**config.mk**
```make
export PLATFORM = sky130hd
export DESIGN_NAME = sha1_hash_engine_flat
export DESIGN_NICKNAME = d
export VERILOG_FILES = /design/src/rtl/sha1_pkg.sv /design/src/rtl/sha1_stream_if.sv /design/src/rtl/sha1_ctrl.sv /design/src/rtl/sha1_datapath.sv /design/src/rtl/sha1_hash_engine.sv /design/src/flat_wrapper.sv
export SDC_FILE = /design/constraint.sdc
export NUM_CORES = 2
export LEC_CHECK = 0
export CAP_MARGIN = 20
export CORE_ASPECT_RATIO = 2
export CORE_MARGIN = 5
export CORE_UTILIZATION = 64
export DETAILED_ROUTE_END_ITERATION = 8
export DONT_BUFFER_PORTS = 1
export GPL_TIMING_DRIVEN = 0
export PLACE_DENSITY = 0.8
export SLEW_MARGIN = 20
export SYNTH_ARGS = -nofsm -noshare
export SYNTH_HDL_FRONTEND = slang
export SYNTH_HIERARCHICAL = 1
export SYNTH_SLANG_ARGS = --single-unit
```
**constraint.sdc**
```tcl
create_clock -name clk -period 11.95 [get_ports clk]
set_input_delay 0 -clock clk [delete_from_list [all_inputs] [get_ports clk]]
set_output_delay 0 -clock clk [all_outputs]
set_load 0.01 [all_outputs]
```
**src/rtl/sha1_pkg.sv**
```systemverilog
// Types, constants and helper functions of the SHA-1 engine.
// No dependencies; used by the controller, datapath and top level.
`default_nettype none

package sha1_pkg;

	localparam int unsigned DIGEST_WORDS = 5;
	localparam int unsigned ROUNDS       = 80;

	localparam logic [31:0] K_CH   = 32'h5a827999;
	localparam logic [31:0] K_PAR1 = 32'h6ed9eba1;
	localparam logic [31:0] K_MAJ  = 32'h8f1bbcdc;
	localparam logic [31:0] K_PAR2 = 32'hca62c1d6;
	localparam logic [7:0]  PAD_MARK = 8'h80;

	localparam logic [5:0] FILL_LAST      = 6'd63;
	localparam logic [5:0] FILL_LEN_START = 6'd56;
	localparam logic [6:0] ROUND_LAST     = 7'(ROUNDS - 1);
	localparam logic [2:0] INDEX_LAST     = 3'(DIGEST_WORDS - 1);

	localparam logic [31:0] H_INIT [DIGEST_WORDS] = '{
		32'h67452301, 32'hefcdab89, 32'h98badcfe, 32'h10325476, 32'hc3d2e1f0
	};

	typedef enum logic [1:0] {
		SEL_INPUT = 2'd0,
		SEL_MARK  = 2'd1,
		SEL_ZERO  = 2'd2,
		SEL_LEN   = 2'd3
	} byte_sel_t;

	typedef enum logic [1:0] {
		GRP_CH   = 2'd0,
		GRP_PAR1 = 2'd1,
		GRP_MAJ  = 2'd2,
		GRP_PAR2 = 2'd3
	} round_grp_t;

	typedef struct packed {
		logic       load_byte;
		byte_sel_t  byte_sel;
		logic       add_len;
		logic       round_en;
		round_grp_t round_grp;
		logic       chain_add;
		logic       chain_init;
		logic [2:0] rd_index;
	} dp_cmd_t;

	typedef struct packed {
		logic [5:0] fill;
	} dp_status_t;

	function automatic logic [31:0] round_k(input round_grp_t grp);
		logic [31:0] k;
		unique case (grp)
			GRP_CH:   k = K_CH;
			GRP_PAR1: k = K_PAR1;
			GRP_MAJ:  k = K_MAJ;
			GRP_PAR2: k = K_PAR2;
			default:  k = K_CH;
		endcase
		return k;
	endfunction

endpackage

`default_nettype wire

```
**src/rtl/sha1_stream_if.sv**
```systemverilog
// Valid/ready channel interfaces for message bytes and digest words.
// No dependencies; used by the top level.
`default_nettype none

interface sha1_in_if;
	logic       valid;
	logic       ready;
	logic [7:0] data_byte;
	logic       byte_present;
	logic       end_of_message;

	modport source (output valid, output data_byte, output byte_present,
		output end_of_message, input ready);
	modport sink (input valid, input data_byte, input byte_present,
		input end_of_message, output ready);
endinterface

interface sha1_out_if;
	logic        valid;
	logic        ready;
	logic [31:0] digest_word;
	logic [2:0]  word_index;
	logic        last_word;

	modport source (output valid, output digest_word, output word_index,
		output last_word, input ready);
	modport sink (input valid, input digest_word, input word_index,
		input last_word, output ready);
endinterface

`default_nettype wire

```
**src/rtl/sha1_ctrl.sv**
```systemverilog
// Sequencer of the SHA-1 engine: byte intake, padding, rounds and digest output.
// Depends on sha1_pkg; drives sha1_datapath through command and status structs.
`default_nettype none

module sha1_ctrl (
	input  logic                 clk,
	input  logic                 arst_n,
	input  logic                 in_valid,
	output logic                 in_ready,
	input  logic                 byte_present,
	input  logic                 end_of_message,
	output logic                 out_valid,
	input  logic                 out_ready,
	output logic [2:0]           word_index,
	output logic                 last_word,
	output sha1_pkg::dp_cmd_t    cmd,
	input  sha1_pkg::dp_status_t status
);

	typedef enum logic [4:0] {
		ST_IDLE  = 5'b00001,
		ST_PAD   = 5'b00010,
		ST_ROUND = 5'b00100,
		ST_FINAL = 5'b01000,
		ST_EMIT  = 5'b10000
	} state_t;

	state_t     state_q;
	logic [6:0] rnd_q;
	logic [2:0] idx_q;
	logic       pad_q;
	logic       mark_q;
	logic       lenph_q;
	logic       done_q;

	logic                block_full;
	sha1_pkg::byte_sel_t pad_sel;
	sha1_pkg::round_grp_t grp;

	assign block_full = (status.fill == sha1_pkg::FILL_LAST);

	// The mark goes first; the length starts at byte 56 of the last block.
	always_comb begin
		if (!mark_q) begin
			pad_sel = sha1_pkg::SEL_MARK;
		end else if (lenph_q || status.fill == sha1_pkg::FILL_LEN_START) begin
			pad_sel = sha1_pkg::SEL_LEN;
		end else begin
			pad_sel = sha1_pkg::SEL_ZERO;
		end
	end

	always_comb begin
		if (rnd_q < 7'd20) begin
			grp = sha1_pkg::GRP_CH;
		end else if (rnd_q < 7'd40) begin
			grp = sha1_pkg::GRP_PAR1;
		end else if (rnd_q < 7'd60) begin
			grp = sha1_pkg::GRP_MAJ;
		end else begin
			grp = sha1_pkg::GRP_PAR2;
		end
	end

	always_comb begin
		cmd            = '0;
		cmd.byte_sel   = sha1_pkg::SEL_INPUT;
		cmd.round_grp  = grp;
		cmd.rd_index   = idx_q;
		in_ready       = 1'b0;
		out_valid      = 1'b0;
		unique case (state_q)
			ST_IDLE: begin
				in_ready      = 1'b1;
				cmd.load_byte = in_valid && byte_present;
				cmd.add_len   = in_valid && byte_present;
			end
			ST_PAD: begin
				cmd.load_byte = 1'b1;
				cmd.byte_sel  = pad_sel;
			end
			ST_ROUND: begin
				cmd.round_en = 1'b1;
			end
			ST_FINAL: begin
				cmd.chain_add = 1'b1;
			end
			ST_EMIT: begin
				out_valid      = 1'b1;
				cmd.chain_init = out_ready && (idx_q == sha1_pkg::INDEX_LAST);
			end
			default: begin
			end
		endcase
	end

	assign word_index = idx_q;
	assign last_word  = (idx_q == sha1_pkg::INDEX_LAST);

	always_ff @(posedge clk or negedge arst_n) begin
		if (!arst_n) begin
			state_q <= ST_IDLE;
			rnd_q   <= '0;
			idx_q   <= '0;
			pad_q   <= 1'b0;
			mark_q  <= 1'b0;
			lenph_q <= 1'b0;
			done_q  <= 1'b0;
		end else begin
			unique case (state_q)
				ST_IDLE: begin
					if (in_valid) begin
						pad_q   <= end_of_message;
						mark_q  <= 1'b0;
						lenph_q <= 1'b0;
						done_q  <= 1'b0;
						if (byte_present && block_full) begin
							state_q <= ST_ROUND;
						end else if (end_of_message) begin
							state_q <= ST_PAD;
						end
					end
				end
				ST_PAD: begin
					mark_q <= 1'b1;
					if (pad_sel == sha1_pkg::SEL_LEN) begin
						lenph_q <= 1'b1;
					end
					if (block_full) begin
						state_q <= ST_ROUND;
						// A block that closes on a length byte is the final one.
						if (pad_sel == sha1_pkg::SEL_LEN) begin
							done_q <= 1'b1;
						end
					end
				end
				ST_ROUND: begin
					if (rnd_q == sha1_pkg::ROUND_LAST) begin
						rnd_q   <= '0;
						state_q <= ST_FINAL;
					end else begin
						rnd_q <= rnd_q + 7'd1;
					end
				end
				ST_FINAL: begin
					idx_q <= '0;
					if (done_q) begin
						state_q <= ST_EMIT;
					end else if (pad_q) begin
						state_q <= ST_PAD;
					end else begin
						state_q <= ST_IDLE;
					end
				end
				ST_EMIT: begin
					if (out_ready) begin
						if (idx_q == sha1_pkg::INDEX_LAST) begin
							state_q <= ST_IDLE;
							pad_q   <= 1'b0;
							done_q  <= 1'b0;
							idx_q   <= '0;
						end else begin
							idx_q <= idx_q + 3'd1;
						end
					end
				end
				default: begin
					state_q <= ST_IDLE;
				end
			endcase
		end
	end

endmodule

`default_nettype wire

```
**src/rtl/sha1_datapath.sv**
```systemverilog
// SHA-1 datapath: byte packing, schedule window, round unit, chain and length.
// Depends on sha1_pkg; commanded by sha1_ctrl.
`default_nettype none

module sha1_datapath (
	input  logic                 clk,
	input  logic                 arst_n,
	input  sha1_pkg::dp_cmd_t    cmd,
	output sha1_pkg::dp_status_t status,
	input  logic [7:0]           data_byte,
	output logic [31:0]          digest_word
);

	logic [31:0] chain_q [sha1_pkg::DIGEST_WORDS];
	logic [31:0] w_q [16];
	logic [23:0] acc_q;
	logic [63:0] len_q;
	logic [5:0]  fill_q;
	logic [31:0] a_q, b_q, c_q, d_q, e_q;

	logic [7:0]  len_byte;
	logic [7:0]  byte_in;
	logic        word_done;
	logic        block_done;
	logic [31:0] w_next;
	logic [31:0] f;
	logic [31:0] t_sum;

	assign status.fill = fill_q;
	assign digest_word = chain_q[cmd.rd_index];

	// Length bytes go out most significant first, starting at byte 56.
	assign len_byte = 8'(len_q >> {~fill_q[2:0], 3'b000});

	always_comb begin
		case (cmd.byte_sel)
			sha1_pkg::SEL_INPUT: byte_in = data_byte;
			sha1_pkg::SEL_MARK:  byte_in = sha1_pkg::PAD_MARK;
			sha1_pkg::SEL_ZERO:  byte_in = 8'h00;
			default:             byte_in = len_byte;
		endcase
	end

	assign word_done  = cmd.load_byte && (fill_q[1:0] == 2'b11);
	assign block_done = cmd.load_byte && (fill_q == sha1_pkg::FILL_LAST);

	// Window holds W[t] .. W[t+15]; the next schedule word enters at the top.
	always_comb begin
		w_next = w_q[13] ^ w_q[8] ^ w_q[2] ^ w_q[0];
		w_next = {w_next[30:0], w_next[31]};
	end

	always_comb begin
		case (cmd.round_grp)
			sha1_pkg::GRP_CH:  f = (b_q & c_q) | (~b_q & d_q);
			sha1_pkg::GRP_MAJ: f = (b_q & c_q) | (b_q & d_q) | (c_q & d_q);
			default:           f = b_q ^ c_q ^ d_q;
		endcase
		t_sum = {a_q[26:0], a_q[31:27]} + f + e_q + sha1_pkg::round_k(cmd.round_grp)
			+ w_q[0];
	end

	always_ff @(posedge clk) begin
		if (cmd.load_byte) begin
			acc_q <= {acc_q[15:0], byte_in};
		end
		if (word_done) begin
			for (int i = 0; i < 15; i++) begin
				w_q[i] <= w_q[i + 1];
			end
			w_q[15] <= {acc_q, byte_in};
		end else if (cmd.round_en) begin
			for (int i = 0; i < 15; i++) begin
				w_q[i] <= w_q[i + 1];
			end
			w_q[15] <= w_next;
		end
		if (block_done) begin
			a_q <= chain_q[0];
			b_q <= chain_q[1];
			c_q <= chain_q[2];
			d_q <= chain_q[3];
			e_q <= chain_q[4];
		end else if (cmd.round_en) begin
			a_q <= t_sum;
			b_q <= a_q;
			c_q <= {b_q[1:0], b_q[31:2]};
			d_q <= c_q;
			e_q <= d_q;
		end
	end

	always_ff @(posedge clk or negedge arst_n) begin
		if (!arst_n) begin
			chain_q <= sha1_pkg::H_INIT;
			len_q   <= '0;
			fill_q  <= '0;
		end else begin
			if (cmd.chain_init) begin
				chain_q <= sha1_pkg::H_INIT;
				len_q   <= '0;
				fill_q  <= '0;
			end else begin
				if (cmd.chain_add) begin
					chain_q[0] <= chain_q[0] + a_q;
					chain_q[1] <= chain_q[1] + b_q;
					chain_q[2] <= chain_q[2] + c_q;
					chain_q[3] <= chain_q[3] + d_q;
					chain_q[4] <= chain_q[4] + e_q;
				end
				if (cmd.add_len) begin
					len_q <= len_q + 64'd8;
				end
				if (cmd.load_byte) begin
					fill_q <= fill_q + 6'd1;
				end
			end
		end
	end

endmodule

`default_nettype wire

```
**src/rtl/sha1_hash_engine.sv**
```systemverilog
// Top level of the SHA-1 engine: joins the sequencer and the datapath.
// Depends on sha1_pkg, sha1_stream_if, sha1_ctrl and sha1_datapath.
//
// Channel  Dir  Beat payload
// msg      in   data_byte[7:0], byte_present, end_of_message
// digest   out  digest_word[31:0], word_index[2:0], last_word
//
// A beat that fills a 64-byte block starts its compression: 80 rounds on a
// single round unit, then a step that folds the result into the chain. At
// end of message the padding bytes go in at one per cycle, pausing while
// each closed block is compressed, and the five digest beats follow.
// msg.ready is low from a full block until the compression ends, and from
// end of message until the last digest beat.
// Reset is asynchronous and loads the initial chain; no clearing pass.
`default_nettype none

module sha1_hash_engine (
	input  logic              clk,
	input  logic              arst_n,
	sha1_in_if.sink           msg,
	sha1_out_if.source        digest
);

	sha1_pkg::dp_cmd_t    cmd;
	sha1_pkg::dp_status_t status;

	sha1_ctrl u_ctrl (
		.clk            (clk),
		.arst_n         (arst_n),
		.in_valid       (msg.valid),
		.in_ready       (msg.ready),
		.byte_present   (msg.byte_present),
		.end_of_message (msg.end_of_message),
		.out_valid      (digest.valid),
		.out_ready      (digest.ready),
		.word_index     (digest.word_index),
		.last_word      (digest.last_word),
		.cmd            (cmd),
		.status         (status)
	);

	sha1_datapath u_datapath (
		.clk         (clk),
		.arst_n      (arst_n),
		.cmd         (cmd),
		.status      (status),
		.data_byte   (msg.data_byte),
		.digest_word (digest.digest_word)
	);

endmodule

`default_nettype wire

```
**src/flat_wrapper.sv**
```systemverilog
// flat-port wrapper written by rule: the top's interface ports become plain ports
module sha1_hash_engine_flat 
  (clk, arst_n, msg_valid, msg_data_byte, msg_byte_present, msg_end_of_message, msg_ready, digest_valid, digest_digest_word, digest_word_index, digest_last_word, digest_ready);
  sha1_in_if msg_i ();
  sha1_out_if digest_i ();
  input  logic clk;
  input  logic arst_n;
  input wire logic [$bits(msg_i.valid)-1:0] msg_valid;
  input wire logic [$bits(msg_i.data_byte)-1:0] msg_data_byte;
  input wire logic [$bits(msg_i.byte_present)-1:0] msg_byte_present;
  input wire logic [$bits(msg_i.end_of_message)-1:0] msg_end_of_message;
  output wire logic [$bits(msg_i.ready)-1:0] msg_ready;
  output wire logic [$bits(digest_i.valid)-1:0] digest_valid;
  output wire logic [$bits(digest_i.digest_word)-1:0] digest_digest_word;
  output wire logic [$bits(digest_i.word_index)-1:0] digest_word_index;
  output wire logic [$bits(digest_i.last_word)-1:0] digest_last_word;
  input wire logic [$bits(digest_i.ready)-1:0] digest_ready;
  assign msg_i.valid = msg_valid;
  assign msg_i.data_byte = msg_data_byte;
  assign msg_i.byte_present = msg_byte_present;
  assign msg_i.end_of_message = msg_end_of_message;
  assign msg_ready = msg_i.ready;
  assign digest_valid = digest_i.valid;
  assign digest_digest_word = digest_i.digest_word;
  assign digest_word_index = digest_i.word_index;
  assign digest_last_word = digest_i.last_word;
  assign digest_i.ready = digest_ready;
  sha1_hash_engine u_core (.clk(clk), .arst_n(arst_n), .msg(msg_i), .digest(digest_i));
endmodule
```
* Yosys cells after proc, flatten, opt, wreduce, memory -nomap -nowiden
Memories as Yosys holds them, arrays and structs flattened.
Cells that the tools add are included.
** Operators by class
- Add/sub/neg operators :: 13
- $mul :: 0
- Divide/modulo/power cells :: 0
- Order comparisons :: 4
- Equality and inequality tests :: 23
- Shifts and indexed selects :: 1
- Muxes and demuxes :: 80
- Bitwise operators :: 31
- Reductions and logical operators :: 22
** Operators with widths (number)
- $mux 32 :: 28
- $mux 160 :: 2
- $add 32x32->32 :: 9
- $xor 32x32->32 :: 5
- $and 32x32->32 :: 4
- $mux 64 :: 2
- $pmux 32 s4 :: 1
- $bmux 32 s3 :: 1
- $or 32x32->32 :: 3
- $add 64x4->64 const B :: 1
- $pmux 32 s2 :: 1
- $shr 64x6->8 :: 1
- $mux 5 :: 8
- $not 32->32 :: 1
- $pmux 5 s5 :: 1
- $pmux 8 s3 :: 1
- $mux 1 :: 19
- $or 1x1->1 :: 16
- $lt 7x6->1 const B :: 2
- $reduce_bool 2->1 :: 7
- $eq 6x6->1 const B :: 2
- $mux 6 :: 2
- $ne 2x2->1 const B :: 6
- $reduce_and 6->1 :: 2
- 30 further kinds :: 49
** Storage, ports and cells
- Register bits :: 433
- Bits in latches :: 0
- Bits in writable memories :: 512
- ROM bits :: 0
- Input port bits :: 14
- Output and inout port bits :: 38
- Logic and storage cells :: 195
- Memories kept :: 1
** Memory list
- u_core.u_datapath.w_q :: words 16, width 32, rd ports 16, clocked after memory_dff 0, write ports 16, RTL line sha1_datapath.sv:15 : logic [31:0] w_q [16];

* Longest topological paths before layout
- Depth after elaboration :: 12
- Gate-level depth with buffers :: 28
- Gate-level depth less buffers :: 26

* Hierarchy
The synthesis kept the hierarchy.
** Modules (own cells, without submodules)
- sha1_datapath :: instances 1, cells each 4065, area an instance 47900.9 µm², sequential area each 26680.6 µm²
- sha1_ctrl :: instances 1, cells each 124, area an instance 1154.9 µm², sequential area each 476.7 µm²

* Worst setup path after synthesis
OpenSTA, ideal clock, no wires.
- Path kind :: flip-flop to flip-flop
- Start :: register u_core.u_ctrl.state_q[2]
- End :: memory u_core.u_datapath.w_q[0][0] (enable)
- Setup time :: 0.667 ns
- Arrival time :: 9.908 ns
- Required time :: 11.283 ns
- Slack :: 1.375 ns
- Stages on the path, launching flop included :: 9
- Path buffers :: 1
- Period minus slack after synthesis :: 10.575 ns
- Path through :: dfrtp_1 > nor3_2 > nand3b_1 > inv_1 > nand2_1 > o21ai_0 > and2_1 > clkbuf_1 > or2_2
** RTL lines
- from (decl) :: RTL line sha1_ctrl.sv:28 : state_t state_q;
- from (signal assigned) :: RTL line sha1_ctrl.sv:102 : state_q <= ST_IDLE;
- from (signal assigned) :: RTL line sha1_ctrl.sv:118 : state_q <= ST_ROUND;
- from (signal assigned) :: RTL line sha1_ctrl.sv:120 : state_q <= ST_PAD;
- to (decl) :: RTL line sha1_datapath.sv:15

==> impl_metrics.yaml <==
placed_design:
  port-buffer-count: 0
  place_hpwl_mm: 110.4
  gp_congestion: 0.9956
  place_ws_ps: 2950
route:
  first_pass_iters: 7
  wire_per_inst_um: 27.43
  via_count: 34290
  antenna_left: 0
  vias_per_cell: 6.356
  drc: 0
  drtIter0Drc: 2974
  wirelength_mm: 148.0
synthesis:
  synth_simple_gate_area_share_pct: 9.327
  yosysSeqAreaShare_pct: 55.36
  syn-mean-instance-area_um2: 11.71
  synth_top_family_by_area: "compound AO/OA/AOI/OAI gates"
  synth_edf_count: 696
  syn_inst: 4189
  ys_warn_count: 6
  synth_fa_ha_area_share_pct: 10.27
  synth_fp_nets: 4530
  ys.flop_type: "edfxtp_1"
  synth-async-reset-ratio_pct: 26.11
  synth_compound_area_share_pct: 12.19
  syn_area_mm2: 0.04906
  synthXorXnorAreaFrac_pct: 5.213
  yosys_register_bits: 942
  synthMuxAreaShare_pct: 3.823
  ys_types: 98
clocking:
  cts_root_buffer: "clkbuf_16"
  cts_sinks: 942
  clock_latency_ps: 700
  cts_tree: "built"
  clk_pin_slew_ps: 60
  h-tree-depth: 3
  clockBufferDepth: 3
  cts-buffers-inserted: 81
critical_path:
  worstSetupEndpointType: "flop"
  critPathArrivalTime_ps: 9700
  crit_buf_inv: 7
  cp-startpoint: "u_core/u_ctrl/rnd_q[5]$_DFFE_PN0P_"
  reg2reg_from: "u_core/u_ctrl/rnd_q[5]$_DFFE_PN0P_"
  cp_max_fo: 10
  crit_family: "adder cells"
  crit_top_cell: "inv_1"
  reg2reg_to: "u_core/u_datapath/a_q[29]$_DFFE_PP_"
  startpoint_type: "flop"
  critPathKind: "reg -> reg"
  reg2regPathDepth: 27
  critPathRequiredTime_ps: 12380
  cpPeakStageDelay_ps: 980
  reg2reg_slack_ps: 2690
  critPathSlowestCell: "ha_1"
outcome:
  status: "complete, no violations"
sta:
  period_share_pct: 77.53
  rsz0062_at_grt: "no"
  maxSlewHeadroom_pct: 14.13
  final.min_clock_period_ps: 9264
  fmax_ghz: 0.1079
  skew_ps: 35.71
  finalSetupViolCount: 0
  setup_ws_ps: 2686
  slew_viol_final: 0
  final_hold_viol_count: 0
  tightest_slew_ps: 1288
grt:
  grtUsageTotal_pct: 35.85
  grt_pass1_vias: 34960
  grt_pass1_wl_mm: 215.8
  overflow: 0
  antenna_found_initial: 5
  grt_max_degree: 247
floorplan:
  start_util_pct: 64.51
  core_mm2: 0.07604
  rows: 143
  pin_count: 52
  die_w_um: 205.8
  die_height_um: 401.5
  die-area_mm2: 0.08262
min_path:
  min_to: "u_core/u_datapath/acc_q[2]$_DFFE_PP_"
  hold_class: "in -> reg"
  hold_start: "msg_data_byte[2]"
  hold_depth: 3
layout:
  fillers: 5297
  fin_nets: 4650
  syn2layout_area_growth_pct: 9.718
  drive_gt1_share_pct: 7.722
  utilization_pct: 70.78
job:
  cap_violations: 0
pwr:
  ir_worst_vdd_mv: 0.1942
  power_density_mw_per_mm2: 215.3
  leakagePower_nw: 20.00
-- cells in the mapped netlist (10+ instances only) --
cell / number / area (um^2)
a211o_1: 22 / 192.7
a211oi_1: 26 / 195.2
a21o_1: 78 / 585.6
a21oi_1: 248 / 1241
a31oi_1: 18 / 112.6
and2_1: 18 / 112.6
and3_1: 28 / 175.2
buf_1: 21 / 78.83
clkbuf_1: 110 / 412.9
dfrtp_1: 165 / 4129
dfstp_2: 81 / 2128
edfxtp_1: 696 / 20900
fa_1: 125 / 2502
ha_1: 202 / 2527
inv_1: 346 / 1299
mux2_2: 17 / 191.4
mux2i_1: 139 / 1391
mux4_2: 13 / 292.8
nand2_1: 379 / 1423
nand2b_1: 26 / 162.7
nand3_1: 52 / 260.3
nand4_1: 15 / 93.84
nor2_1: 260 / 975.9
nor2b_1: 30 / 187.7
nor3_1: 54 / 270.3
nor3b_1: 10 / 75.07
nor4_1: 11 / 68.82
o211ai_1: 16 / 120.1
o21a_1: 39 / 292.8
o21ai_0: 344 / 1722
o21bai_1: 21 / 157.7
o22ai_1: 63 / 394.1
o31ai_1: 19 / 142.6
or2_2: 15 / 93.84
or3_1: 39 / 244.0
xnor2_1: 215 / 1883
xor2_1: 77 / 674.4
-- routing by layer --
metal	part of all wire, %	GRT usage (%)	routed length [um]
met5	0.0054	0	8
met4	11	32.51	16940
met3	7.0	5.653	10410
met2	50	59.98	73470
met1	32	38.40	47140
-- per-stage QoR --
step	total power, mW	hold slack, ps	std cells	instance area (um^2)	setup TNS (ps)
after detailed placement	8.667	-283.3	5221	50750	0
after global placement	8.657	-283.1	5204	50330	-930440
after CTS	11.59	99.12	5389	53750	0
final	11.59	163.0	5394	53820	0
after floorplan	7.658	-295.6	4189	49060	0
after global routing	12.16	150.4	5392	53820	0
-- layout make-up --
cell class / count / area [um^2] / share of cell area, %
antenna: 2 / 5.005 / 0.009299
buffer: 141 / 583.1 / 1.083
clock buffer: 97 / 2127 / 3.952
clock inverter: 54 / 685.7 / 1.274
inverter: 348 / 1306 / 2.427
multi-input combinational: 2758 / 20070 / 37.28
sequential: 942 / 27160 / 50.46
tap: 1015 / 1270 / 2.360
timing repair buffer: 37 / 623.1 / 1.158
-- sequential cells by signal, summed over array words and instances, names as in the netlist --
| register | cells |
|---|---|
| u_core/u_ctrl/done_q | 1 |
| u_core/u_ctrl/lenph_q | 1 |
| u_core/u_ctrl/mark_q | 1 |
| u_core/u_ctrl/pad_q | 1 |
| u_core/u_ctrl/rnd_q | 7 |
| u_core/u_ctrl/state_q | 5 |
| u_core/u_ctrl/word_index | 3 |
| u_core/u_datapath/a_q | 32 |
| u_core/u_datapath/acc_q | 24 |
| u_core/u_datapath/b_q | 32 |
| u_core/u_datapath/c_q | 32 |
| u_core/u_datapath/chain_q | 160 |
| u_core/u_datapath/d_q | 32 |
| u_core/u_datapath/e_q | 32 |
| u_core/u_datapath/len_q | 61 |
| u_core/u_datapath/status | 6 |
| u_core/u_datapath/w_q | 512 |
-- repair_timing --
item                                   CTS  global route
hold buffers                            17             1
setup buffers                            0             0
gates resized for setup                  0             0
endpoints found under the hold margin  302             1
-- power by group --
group          switching, mW  internal, mW  total [mW]
Clock                   1.28          1.56        2.84
Sequential             0.289          4.47        4.76
Combinational           2.41          1.58        3.99
Total                   3.98          7.61        11.6
-- cell families after synthesis --
kind of cell / count (synthesis)
flip-flops: 942
AO/OA/AOI/OAI: 983
buffers and inverters: 489
multiplexers: 169
adder cells (fa/ha/maj): 328
AND/OR/NAND/NOR: 986
XOR/XNOR: 292
-- how the worst max path moves through the flow --
stage / endpoint / slack, ps / cells after the start
floorplan: u_core/u_datapath/w_q[0][0]$_DFFE_PP_ / 1370 / 8
finish: u_core/u_datapath/a_q[29]$_DFFE_PP_ / 2690 / 27
global route: u_core/u_datapath/a_q[29]$_DFFE_PP_ / 2430 / 27
global placement: u_core/u_datapath/w_q[0][154]$_DFFE_PP_ / -1910 / 8
CTS: u_core/u_datapath/a_q[29]$_DFFE_PP_ / 2920 / 26
detailed placement: u_core/u_datapath/a_q[29]$_DFFE_PP_ / 2950 / 27
-- placed cells by master, fill, tap and decap left out, types with 77 or more instances in the layout --
master | Yosys | final
a21o_1 | 78 | 78
a21oi_1 | 248 | 248
clkbuf_1 | 110 | 112
clkbuf_16 | 0 | 81
dfrtp_1 | 165 | 165
dfstp_2 | 81 | 81
edfxtp_1 | 696 | 696
fa_1 | 125 | 125
ha_1 | 202 | 202
inv_1 | 346 | 346
mux2i_1 | 139 | 139
nand2_1 | 379 | 379
nor2_1 | 260 | 260
o21ai_0 | 344 | 343
xnor2_1 | 215 | 215
xor2_1 | 77 | 77
-- worst reg2reg max path, stage by stage, from the launching register on --
cell,delay [ps]
dfrtp_1,380
inv_1,110
maj3_1,370
a221o_1,460
inv_1,160
ha_1,980
inv_1,480
clkbuf_1,580
o221ai_1,480
fa_1,280
inv_1,70
fa_1,510
fa_1,420
inv_1,60
ha_1,180
inv_1,60
fa_1,400
nor2b_1,130
o21a_1,130
o21ai_1,110
o2111a_1,310
o41ai_2,870
a2111oi_2,230
nor3b_1,470
o21ai_1,200
a21boi_0,350
or4_1,170
nand3_1,70
Note: power is estimated with default switching activity, not from simulation.
